--- src/hw/rtl/mts_pkg.sv ---
// Shared types and constants for the min tracking stack.
`timescale 1ns / 1ps
package mts_pkg;

    localparam int unsigned DATA_W  = 32;
    localparam int unsigned COUNT_W = 5;

    localparam logic signed [DATA_W-1:0] EMPTY_VALUE = -32'sd1;

    typedef enum logic {
        MODE_PUSH = 1'b0,
        MODE_POP  = 1'b1
    } t_mode;

    typedef enum logic [1:0] {
        ST_OK    = 2'd0,
        ST_FULL  = 2'd1,
        ST_EMPTY = 2'd2
    } t_status;

    typedef struct packed {
        logic push;
        logic pop;
    } t_shift_ctl;

endpackage

--- src/hw/rtl/mts_in_if.sv ---
// Input channel carrying push and pop requests.
`timescale 1ns / 1ps
interface mts_in_if;
    logic                valid;
    logic                ready;
    logic                mode;
    logic signed [31:0]  push_value;

    modport source (output valid, output mode, output push_value, input ready);
    modport sink   (input valid, input mode, input push_value, output ready);
endinterface

--- src/hw/rtl/mts_out_if.sv ---
// Output channel carrying the stack state after each request.
`timescale 1ns / 1ps
interface mts_out_if;
    logic                valid;
    logic                ready;
    logic signed [31:0]  top_value;
    logic signed [31:0]  min_value;
    logic [4:0]          entry_count;
    logic                is_empty;
    logic [1:0]          status;

    modport source (output valid, output top_value, output min_value, output entry_count,
                    output is_empty, output status, input ready);
    modport sink   (input valid, input top_value, input min_value, input entry_count,
                    input is_empty, input status, output ready);
endinterface

--- src/hw/rtl/min_tracking_stack.sv ---
// Top level of the bounded stack that tracks its running minimum.
`timescale 1ns / 1ps
// The block holds up to DEPTH signed 32-bit values in a row of shifting cells, with a
// second row that keeps the running minima, so the top of each row always sits in its
// first cell. Every beat on the input is one push or pop, and it yields one beat on the
// output with the new top, minimum, count and status; top and minimum read as -1 when the
// stack is empty. A request passes through the cell rows straight into the output
// register, and a new request is taken in every cycle in which the output register is
// free or is being emptied, so the sustained rate is one request per cycle.
module min_tracking_stack
    import mts_pkg::*;
#(
    parameter int unsigned DEPTH = 16
) (
    input  logic   i_clk,
    input  logic   i_rst_n,
    mts_in_if.sink    i_in,
    mts_out_if.source o_out
);

    localparam int unsigned CW = $clog2(DEPTH + 1);

    logic [CW-1:0] r_count;
    logic [CW-1:0] n_count;
    logic [CW-1:0] r_min_count;
    logic [CW-1:0] n_min_count;

    logic                     r_out_valid;
    logic signed [DATA_W-1:0] r_out_top;
    logic signed [DATA_W-1:0] r_out_min;
    logic [COUNT_W-1:0]       r_out_count;
    logic                     r_out_empty;
    t_status                  r_out_status;

    logic       w_accept;
    logic       w_full;
    logic       w_empty;
    logic       w_is_pop;
    t_shift_ctl w_val_ctl;
    t_shift_ctl w_min_ctl;
    t_status    w_status;

    logic signed [DATA_W-1:0] w_val_top;
    logic signed [DATA_W-1:0] w_val_next;
    logic signed [DATA_W-1:0] w_min_top;
    logic signed [DATA_W-1:0] w_min_next;
    logic signed [DATA_W-1:0] w_res_top;
    logic signed [DATA_W-1:0] w_res_min;

    assign i_in.ready = !r_out_valid || o_out.ready;
    assign w_accept   = i_in.valid && i_in.ready;
    assign w_full     = (r_count == CW'(DEPTH));
    assign w_empty    = (r_count == '0);
    assign w_is_pop   = (t_mode'(i_in.mode) == MODE_POP);

    always_comb begin
        w_val_ctl.push = w_accept && !w_is_pop && !w_full;
        w_val_ctl.pop  = w_accept && w_is_pop && !w_empty;
        w_min_ctl.push = w_val_ctl.push && (r_min_count != CW'(DEPTH))
                         && ((r_min_count == '0) || (i_in.push_value <= w_min_top));
        w_min_ctl.pop  = w_val_ctl.pop && (r_min_count != '0) && (w_val_top == w_min_top);

        n_count = r_count;
        if (w_val_ctl.push) begin
            n_count = r_count + CW'(1);
        end else if (w_val_ctl.pop) begin
            n_count = r_count - CW'(1);
        end

        n_min_count = r_min_count;
        if (w_min_ctl.push) begin
            n_min_count = r_min_count + CW'(1);
        end else if (w_min_ctl.pop) begin
            n_min_count = r_min_count - CW'(1);
        end

        w_status = ST_OK;
        if (!w_is_pop && w_full) begin
            w_status = ST_FULL;
        end else if (w_is_pop && w_empty) begin
            w_status = ST_EMPTY;
        end

        w_res_top = (n_count != '0) ? w_val_next : EMPTY_VALUE;
        w_res_min = ((n_count != '0) && (n_min_count != '0)) ? w_min_next : EMPTY_VALUE;
    end

    mts_chain #(.DEPTH(DEPTH)) u_val_chain (
        .i_clk       (i_clk),
        .i_ctl       (w_val_ctl),
        .i_new_value (i_in.push_value),
        .o_top       (w_val_top),
        .o_next_top  (w_val_next)
    );

    mts_chain #(.DEPTH(DEPTH)) u_min_chain (
        .i_clk       (i_clk),
        .i_ctl       (w_min_ctl),
        .i_new_value (i_in.push_value),
        .o_top       (w_min_top),
        .o_next_top  (w_min_next)
    );

    always_ff @(posedge i_clk) begin
        if (!i_rst_n) begin
            r_count     <= '0;
            r_min_count <= '0;
            r_out_valid <= 1'b0;
        end else begin
            r_count     <= n_count;
            r_min_count <= n_min_count;
            if (w_accept) begin
                r_out_valid <= 1'b1;
            end else if (o_out.ready) begin
                r_out_valid <= 1'b0;
            end
        end
    end

    always_ff @(posedge i_clk) begin
        if (w_accept) begin
            r_out_top    <= w_res_top;
            r_out_min    <= w_res_min;
            r_out_count  <= COUNT_W'(n_count);
            r_out_empty  <= (n_count == '0);
            r_out_status <= w_status;
        end
    end

    assign o_out.valid       = r_out_valid;
    assign o_out.top_value   = r_out_top;
    assign o_out.min_value   = r_out_min;
    assign o_out.entry_count = r_out_count;
    assign o_out.is_empty    = r_out_empty;
    assign o_out.status      = r_out_status;

    a_min_le_count: assert property (@(posedge i_clk) disable iff (!i_rst_n)
        r_min_count <= r_count)
        else $error("Min row holds more entries than the stack.");

    a_min_present: assert property (@(posedge i_clk) disable iff (!i_rst_n)
        (r_count != '0) |-> (r_min_count != '0))
        else $error("Stack holds values but the min row is empty.");

    a_push_grows: assert property (@(posedge i_clk) disable iff (!i_rst_n)
        w_val_ctl.push |=> (r_count == $past(r_count) + CW'(1)))
        else $error("Accepted push did not grow the stack.");

    a_empty_result: assert property (@(posedge i_clk) disable iff (!i_rst_n)
        (r_out_valid && r_out_empty) |->
            ((r_out_top == EMPTY_VALUE) && (r_out_min == EMPTY_VALUE)))
        else $error("Empty result does not show -1 for top and minimum.");

endmodule

--- src/hw/rtl/mts_cell.sv ---
// One stack cell that takes its neighbor's value on a shift.
`timescale 1ns / 1ps
module mts_cell
    import mts_pkg::*;
(
    input  logic                     i_clk,
    input  t_shift_ctl               i_ctl,
    input  logic signed [DATA_W-1:0] i_from_above,
    input  logic signed [DATA_W-1:0] i_from_below,
    output logic signed [DATA_W-1:0] o_value,
    output logic signed [DATA_W-1:0] o_next
);

    logic signed [DATA_W-1:0] r_value;
    logic signed [DATA_W-1:0] n_value;

    always_comb begin
        if (i_ctl.push) begin
            n_value = i_from_above;
        end else if (i_ctl.pop) begin
            n_value = i_from_below;
        end else begin
            n_value = r_value;
        end
    end

    always_ff @(posedge i_clk) begin
        r_value <= n_value;
    end

    assign o_value = r_value;
    assign o_next  = n_value;

endmodule

--- src/hw/rtl/mts_chain.sv ---
// Row of stack cells with the top entry in cell zero.
`timescale 1ns / 1ps
module mts_chain
    import mts_pkg::*;
#(
    parameter int unsigned DEPTH = 16
) (
    input  logic                     i_clk,
    input  t_shift_ctl               i_ctl,
    input  logic signed [DATA_W-1:0] i_new_value,
    output logic signed [DATA_W-1:0] o_top,
    output logic signed [DATA_W-1:0] o_next_top
);

    logic signed [DATA_W-1:0] w_value [DEPTH];
    logic signed [DATA_W-1:0] w_next  [DEPTH];

    for (genvar g = 0; g < DEPTH; g++) begin : g_cell
        logic signed [DATA_W-1:0] w_above;
        logic signed [DATA_W-1:0] w_below;

        if (g == 0) begin : g_first
            assign w_above = i_new_value;
        end else begin : g_mid_above
            assign w_above = w_value[g-1];
        end

        if (g == DEPTH - 1) begin : g_last
            assign w_below = w_value[g];
        end else begin : g_mid_below
            assign w_below = w_value[g+1];
        end

        mts_cell u_cell (
            .i_clk        (i_clk),
            .i_ctl        (i_ctl),
            .i_from_above (w_above),
            .i_from_below (w_below),
            .o_value      (w_value[g]),
            .o_next       (w_next[g])
        );
    end

    assign o_top      = w_value[0];
    assign o_next_top = w_next[0];

endmodule
--- src/flat_wrapper.sv ---
// flat-port wrapper written by rule: the top's interface ports become plain ports
module min_tracking_stack_flat import mts_pkg::*;
#(
    parameter int unsigned DEPTH = 16
)
  (i_clk, i_rst_n, i_in_valid, i_in_mode, i_in_push_value, i_in_ready, o_out_valid, o_out_top_value, o_out_min_value, o_out_entry_count, o_out_is_empty, o_out_status, o_out_ready);
  mts_in_if i_in_i ();
  mts_out_if o_out_i ();
  input  logic i_clk;
  input  logic i_rst_n;
  input wire logic [$bits(i_in_i.valid)-1:0] i_in_valid;
  input wire logic [$bits(i_in_i.mode)-1:0] i_in_mode;
  input wire logic [$bits(i_in_i.push_value)-1:0] i_in_push_value;
  output wire logic [$bits(i_in_i.ready)-1:0] i_in_ready;
  output wire logic [$bits(o_out_i.valid)-1:0] o_out_valid;
  output wire logic [$bits(o_out_i.top_value)-1:0] o_out_top_value;
  output wire logic [$bits(o_out_i.min_value)-1:0] o_out_min_value;
  output wire logic [$bits(o_out_i.entry_count)-1:0] o_out_entry_count;
  output wire logic [$bits(o_out_i.is_empty)-1:0] o_out_is_empty;
  output wire logic [$bits(o_out_i.status)-1:0] o_out_status;
  input wire logic [$bits(o_out_i.ready)-1:0] o_out_ready;
  assign i_in_i.valid = i_in_valid;
  assign i_in_i.mode = i_in_mode;
  assign i_in_i.push_value = i_in_push_value;
  assign i_in_ready = i_in_i.ready;
  assign o_out_valid = o_out_i.valid;
  assign o_out_top_value = o_out_i.top_value;
  assign o_out_min_value = o_out_i.min_value;
  assign o_out_entry_count = o_out_i.entry_count;
  assign o_out_is_empty = o_out_i.is_empty;
  assign o_out_status = o_out_i.status;
  assign o_out_i.ready = o_out_ready;
  min_tracking_stack #(.DEPTH(DEPTH)) u_core (.i_clk(i_clk), .i_rst_n(i_rst_n), .i_in(i_in_i), .o_out(o_out_i));
endmodule
--- config.mk ---
export PLATFORM = sky130hd
export DESIGN_NAME = min_tracking_stack_flat
export DESIGN_NICKNAME = d
export VERILOG_FILES = /design/src/hw/rtl/mts_pkg.sv /design/src/hw/rtl/mts_in_if.sv /design/src/hw/rtl/mts_out_if.sv /design/src/hw/rtl/min_tracking_stack.sv /design/src/hw/rtl/mts_cell.sv /design/src/hw/rtl/mts_chain.sv /design/src/flat_wrapper.sv
export SDC_FILE = /design/constraint.sdc
export NUM_CORES = 2
export LEC_CHECK = 0
export BUFFER_PORTS_ARGS = -buffer_cell sky130_fd_sc_hd__buf_2
export CORE_MARGIN = 2
export CORE_UTILIZATION = 34
export DETAILED_ROUTE_END_ITERATION = 10
export GPL_ROUTABILITY_DRIVEN = 1
export GPL_TIMING_DRIVEN = 0
export HOLD_SLACK_MARGIN = 0.03
export PLACE_DENSITY = 0.59
export SLEW_MARGIN = 25
export SYNTH_ARGS = -nofsm -noshare
export SYNTH_HDL_FRONTEND = slang
export SYNTH_HIERARCHICAL = 1
export SYNTH_SLANG_ARGS = --single-unit
--- constraint.sdc ---
create_clock -name i_clk -period 4.2 [get_ports i_clk]
set_clock_uncertainty 0.1 [all_clocks]
set_input_delay 0.84 -clock i_clk [delete_from_list [all_inputs] [get_ports i_clk]]
set_output_delay 0.84 -clock i_clk [all_outputs]
set_load 0.02 [all_outputs]
==> flow_summary.json <==
{
  "syn_nets": 4961,
  "wl_per_cell_um": 16.37,
  "cts_tree": "yes",
  "dpl.hpwl_um": 90340,
  "ioPinCount": 111,
  "hold_ws_ns": 0.3340,
  "dp_slack_ns": -0.7817,
  "die_w_um": 380.8,
  "dp.cells": 6889,
  "nFillCells": 14350,
  "cts_sinks": 1107,
  "final_common_cell": "nand2_1",
  "vias_per_cell": 4.832,
  "syn-instance-count": 4888,
  "synth_edf_count": 72,
  "ir_worst_vdd_v": 0.0004165,
  "avgSynthCellArea_um2": 9.873,
  "grt_pass1_vias": 35560,
  "hold_violations": 0,
  "synth-seq-cells": 1107,
  "crit_end": "u_core/o_out.min_value[29]$_SDFFCE_PN1P_",
  "synth_cell_type_count": 61,
  "grt_antenna_before_repair": 6,
  "synthFlopType": "dfxtp_1",
  "drive_above_1_share_pct": 15.26,
  "final_cell_mix": "1037 x nand2_1, 1034 x dfxtp_1, 1024 x mux2i_1, 896 x o21ai_1, 336 x buf_2",
  "gr-total-overflow": 0,
  "initial_core_util_pct": 34.17,
  "drt_iter0_markers": 1686,
  "cp.required_ns": 4.57,
  "fmax_mhz": 246.5,
  "path_max_fanout": 19,
  "cts_root_buffer": "clkbuf_16",
  "busiest_layer": "met2",
  "yosys_warnings": 6,
  "yosysTopAreaCellShare_pct": 42.93,
  "grt_use_total_pct": 15.70,
  "tightest_slew_ns": 0.8500,
  "use_met1_pct": 21.33,
  "clk_path_buf_depth": 3,
  "core_area_um2": 141200,
  "finalSetupTns_ns": 0,
  "grt_max_degree": 55,
  "grt_pass1_wl_um": 187800,
  "hp-class": "in2reg",
  "gp_routability_congestion": 0.9637,
  "timing.rr.end": "u_core/o_out.min_value[29]$_SDFFCE_PN1P_",
  "critical_path_class": "reg2reg",
  "maxCapViolations": 0,
  "stdcell_count": 7101,
  "gr-usage-met3_pct": 2.666,
  "cts_buffers": 112,
  "dieHeight_um": 380.8,
  "die-area_um2": 145000,
  "io_buffer_count": 110,
  "synth_area_leaders": "dfxtp_1 43%, mux2i_1 21%, o21ai_1 9.3%",
  "finalCritPeriodShare_pct": 96.58,
  "synth_top_cell_by_area": "dfxtp_1",
  "nets": 5192,
  "drc": 0,
  "reg2reg_from": "u_core/o_out.valid$_SDFFE_PN0P_",
  "rsz0062_at_grt": "false",
  "finalWorstSetupSlack_ns": 0.1434,
  "powerDensity_nw_per_um2": 655.5,
  "htree_levels": 3,
  "met2_usage_pct": 26.11,
  "postRouteAntennaNets": 0,
  "cp-end-kind": "flop",
  "r2r_cells": 11,
  "finalSetupViolCount": 0,
  "start_kind": "flop",
  "cts_hold_repair.buffers": 0,
  "clk_latency_ns": 0.72,
  "slew_violations": 0,
  "dr_total_vias": 34310,
  "fin_crit_ns": 4.057,
  "leakage_uw": 0.01834,
  "arrival_ns": 4.43,
  "area_growth_pct": 13.77,
  "r2r_slack_ns": 0.14,
  "slew_headroom_pct": 43.03,
  "syn_area_um2": 48260,
  "seq_area_frac_synth_pct": 47.41,
  "firstDrtPassIters": 7,
  "synthArstFlopShare_pct": 0,
  "routed_wl_um": 116300,
  "outcome": "finished clean",
  "row_count": 138,
  "path_clk_slew_ns": 0.07,
  "startpoint": "u_core/o_out.valid$_SDFFE_PN0P_"
}
[stage by stage]
step	power, µW	instance area, µm²	util [%]
floorplan	23380	48260	-
global placement	26280	51180	36.23
detailed placement	26490	51210	36.25
CTS	36390	54850	38.83
global route	38300	54900	38.87
finish	35990	54900	38.87
[where the power goes]
group	total [µW]	internal, µW	switching, µW
Clock	9780	5560	4230
Sequential	18100	14700	3480
Combinational	8070	3730	4340
[worst max-delay path, stage by stage (launching register included)]
cell,delay [ns]
dfxtp_1,0.31
nand2b_1,0.37
nand2_1,0.42
nor3_4,0.79
o21ai_0,0.25
nand3b_2,0.32
clkinvlp_4,0.32
buf_2,0.29
buf_2,0.27
o21ai_1,0.15
nor2_1,0.15
nand2_2,0.06
[sequential cells by signal, indices dropped and copies added (netlist names)]
name	flops
u_core/o_out.entry_count	5
u_core/o_out.is_empty	1
u_core/o_out.top_value	32
u_core/o_out.min_value	32
u_core/u_min_chain/g_cell.u_cell/o_value	512
u_core/u_val_chain/g_cell.u_cell/o_value	512
u_core/o_out.status	2
u_core/r_min_count	5
u_core/r_count	5
u_core/o_out.valid	1
[worst min-delay path by stage]
stage               cells after the start                                                  endpoint                                                     start
CTS                                     3   u_core/u_val_chain/g_cell[0].u_cell/o_value[25]$_DFF_P_                                       i_in_push_value[25]
detailed placement                      2   u_core/u_min_chain/g_cell[7].u_cell/o_value[29]$_DFF_P_   u_core/u_min_chain/g_cell[6].u_cell/o_value[29]$_DFF_P_
floorplan                               2  u_core/u_min_chain/g_cell[10].u_cell/o_value[29]$_DFF_P_   u_core/u_min_chain/g_cell[9].u_cell/o_value[29]$_DFF_P_
global placement                        2  u_core/u_val_chain/g_cell[13].u_cell/o_value[28]$_DFF_P_  u_core/u_val_chain/g_cell[12].u_cell/o_value[28]$_DFF_P_
finish                                  3   u_core/u_val_chain/g_cell[0].u_cell/o_value[25]$_DFF_P_                                       i_in_push_value[25]
global route                            3   u_core/u_val_chain/g_cell[0].u_cell/o_value[25]$_DFF_P_                                       i_in_push_value[25]
[timing repair]
| item | CTS | global route |
|---|---|---|
| pin swaps | 1 | 2 |
| hold endpoints to repair | 0 | 0 |
| resized for setup | 4 | 6 |
| buffers inserted | 3 | 1 |
| endpoints found under the setup margin | 313 | 273 |
| cloned | 1 | 1 |
[cells in the mapped netlist, drive strengths merged, types with 2 or more instances]
cell and number:
a21o 5, a21oi 21, a22oi 2, and2 6
and3 3, and4 2, and4b 2, buf 362
dfxtp 1035, edfxtp 72, ha 36, inv 42
mux2i 1024, nand2 1067, nand2b 2, nand3 6
nand4 16, nand4b 2, nor2 44, nor2b 2
nor3 3, nor4 7, nor4b 3, o211ai 2
o21ai 1033, o31ai 2, or2 33, xnor2 39
xor2 2
[routing by layer]
metal,up-vias,wire length (µm)
li1,17350,-
met1,16380,55210
met2,441,53730
met3,136,5477
met4,2,1845
met5,-,8
[cells by family (layout without fill, tap and decap cells)]
logic type                 Yosys count  in the layout  synth area share [%]
and+or+nand+nor                   1203           1205                 10.28
DFF                               1107           1107                 47.41
AOI/OAI and AO/OA                 1071           1071                 11.74
muxes                             1025           1025                 21.26
buffers and inverters              405            725                 7.578
xor gates and xnor gates            41             41                0.7830
adders and majority gates           36             36                0.9333
other                                0              1                     0
[layout make-up]
cell class                 count  area [µm²]  area share (%)
sequential                  1107       22880           41.68
multi-input combinational   3378       21790           39.69
buffer                       363        3500           6.374
clock buffer                 170        3359           6.119
tap                         1890        2365           4.307
timing repair buffer         115       608.1           1.108
clock inverter                35       232.7          0.4239
inverter                      42       163.9          0.2985
antenna                        1       2.502        0.004558
No activity file was read; power rests on OpenSTA's default activity.
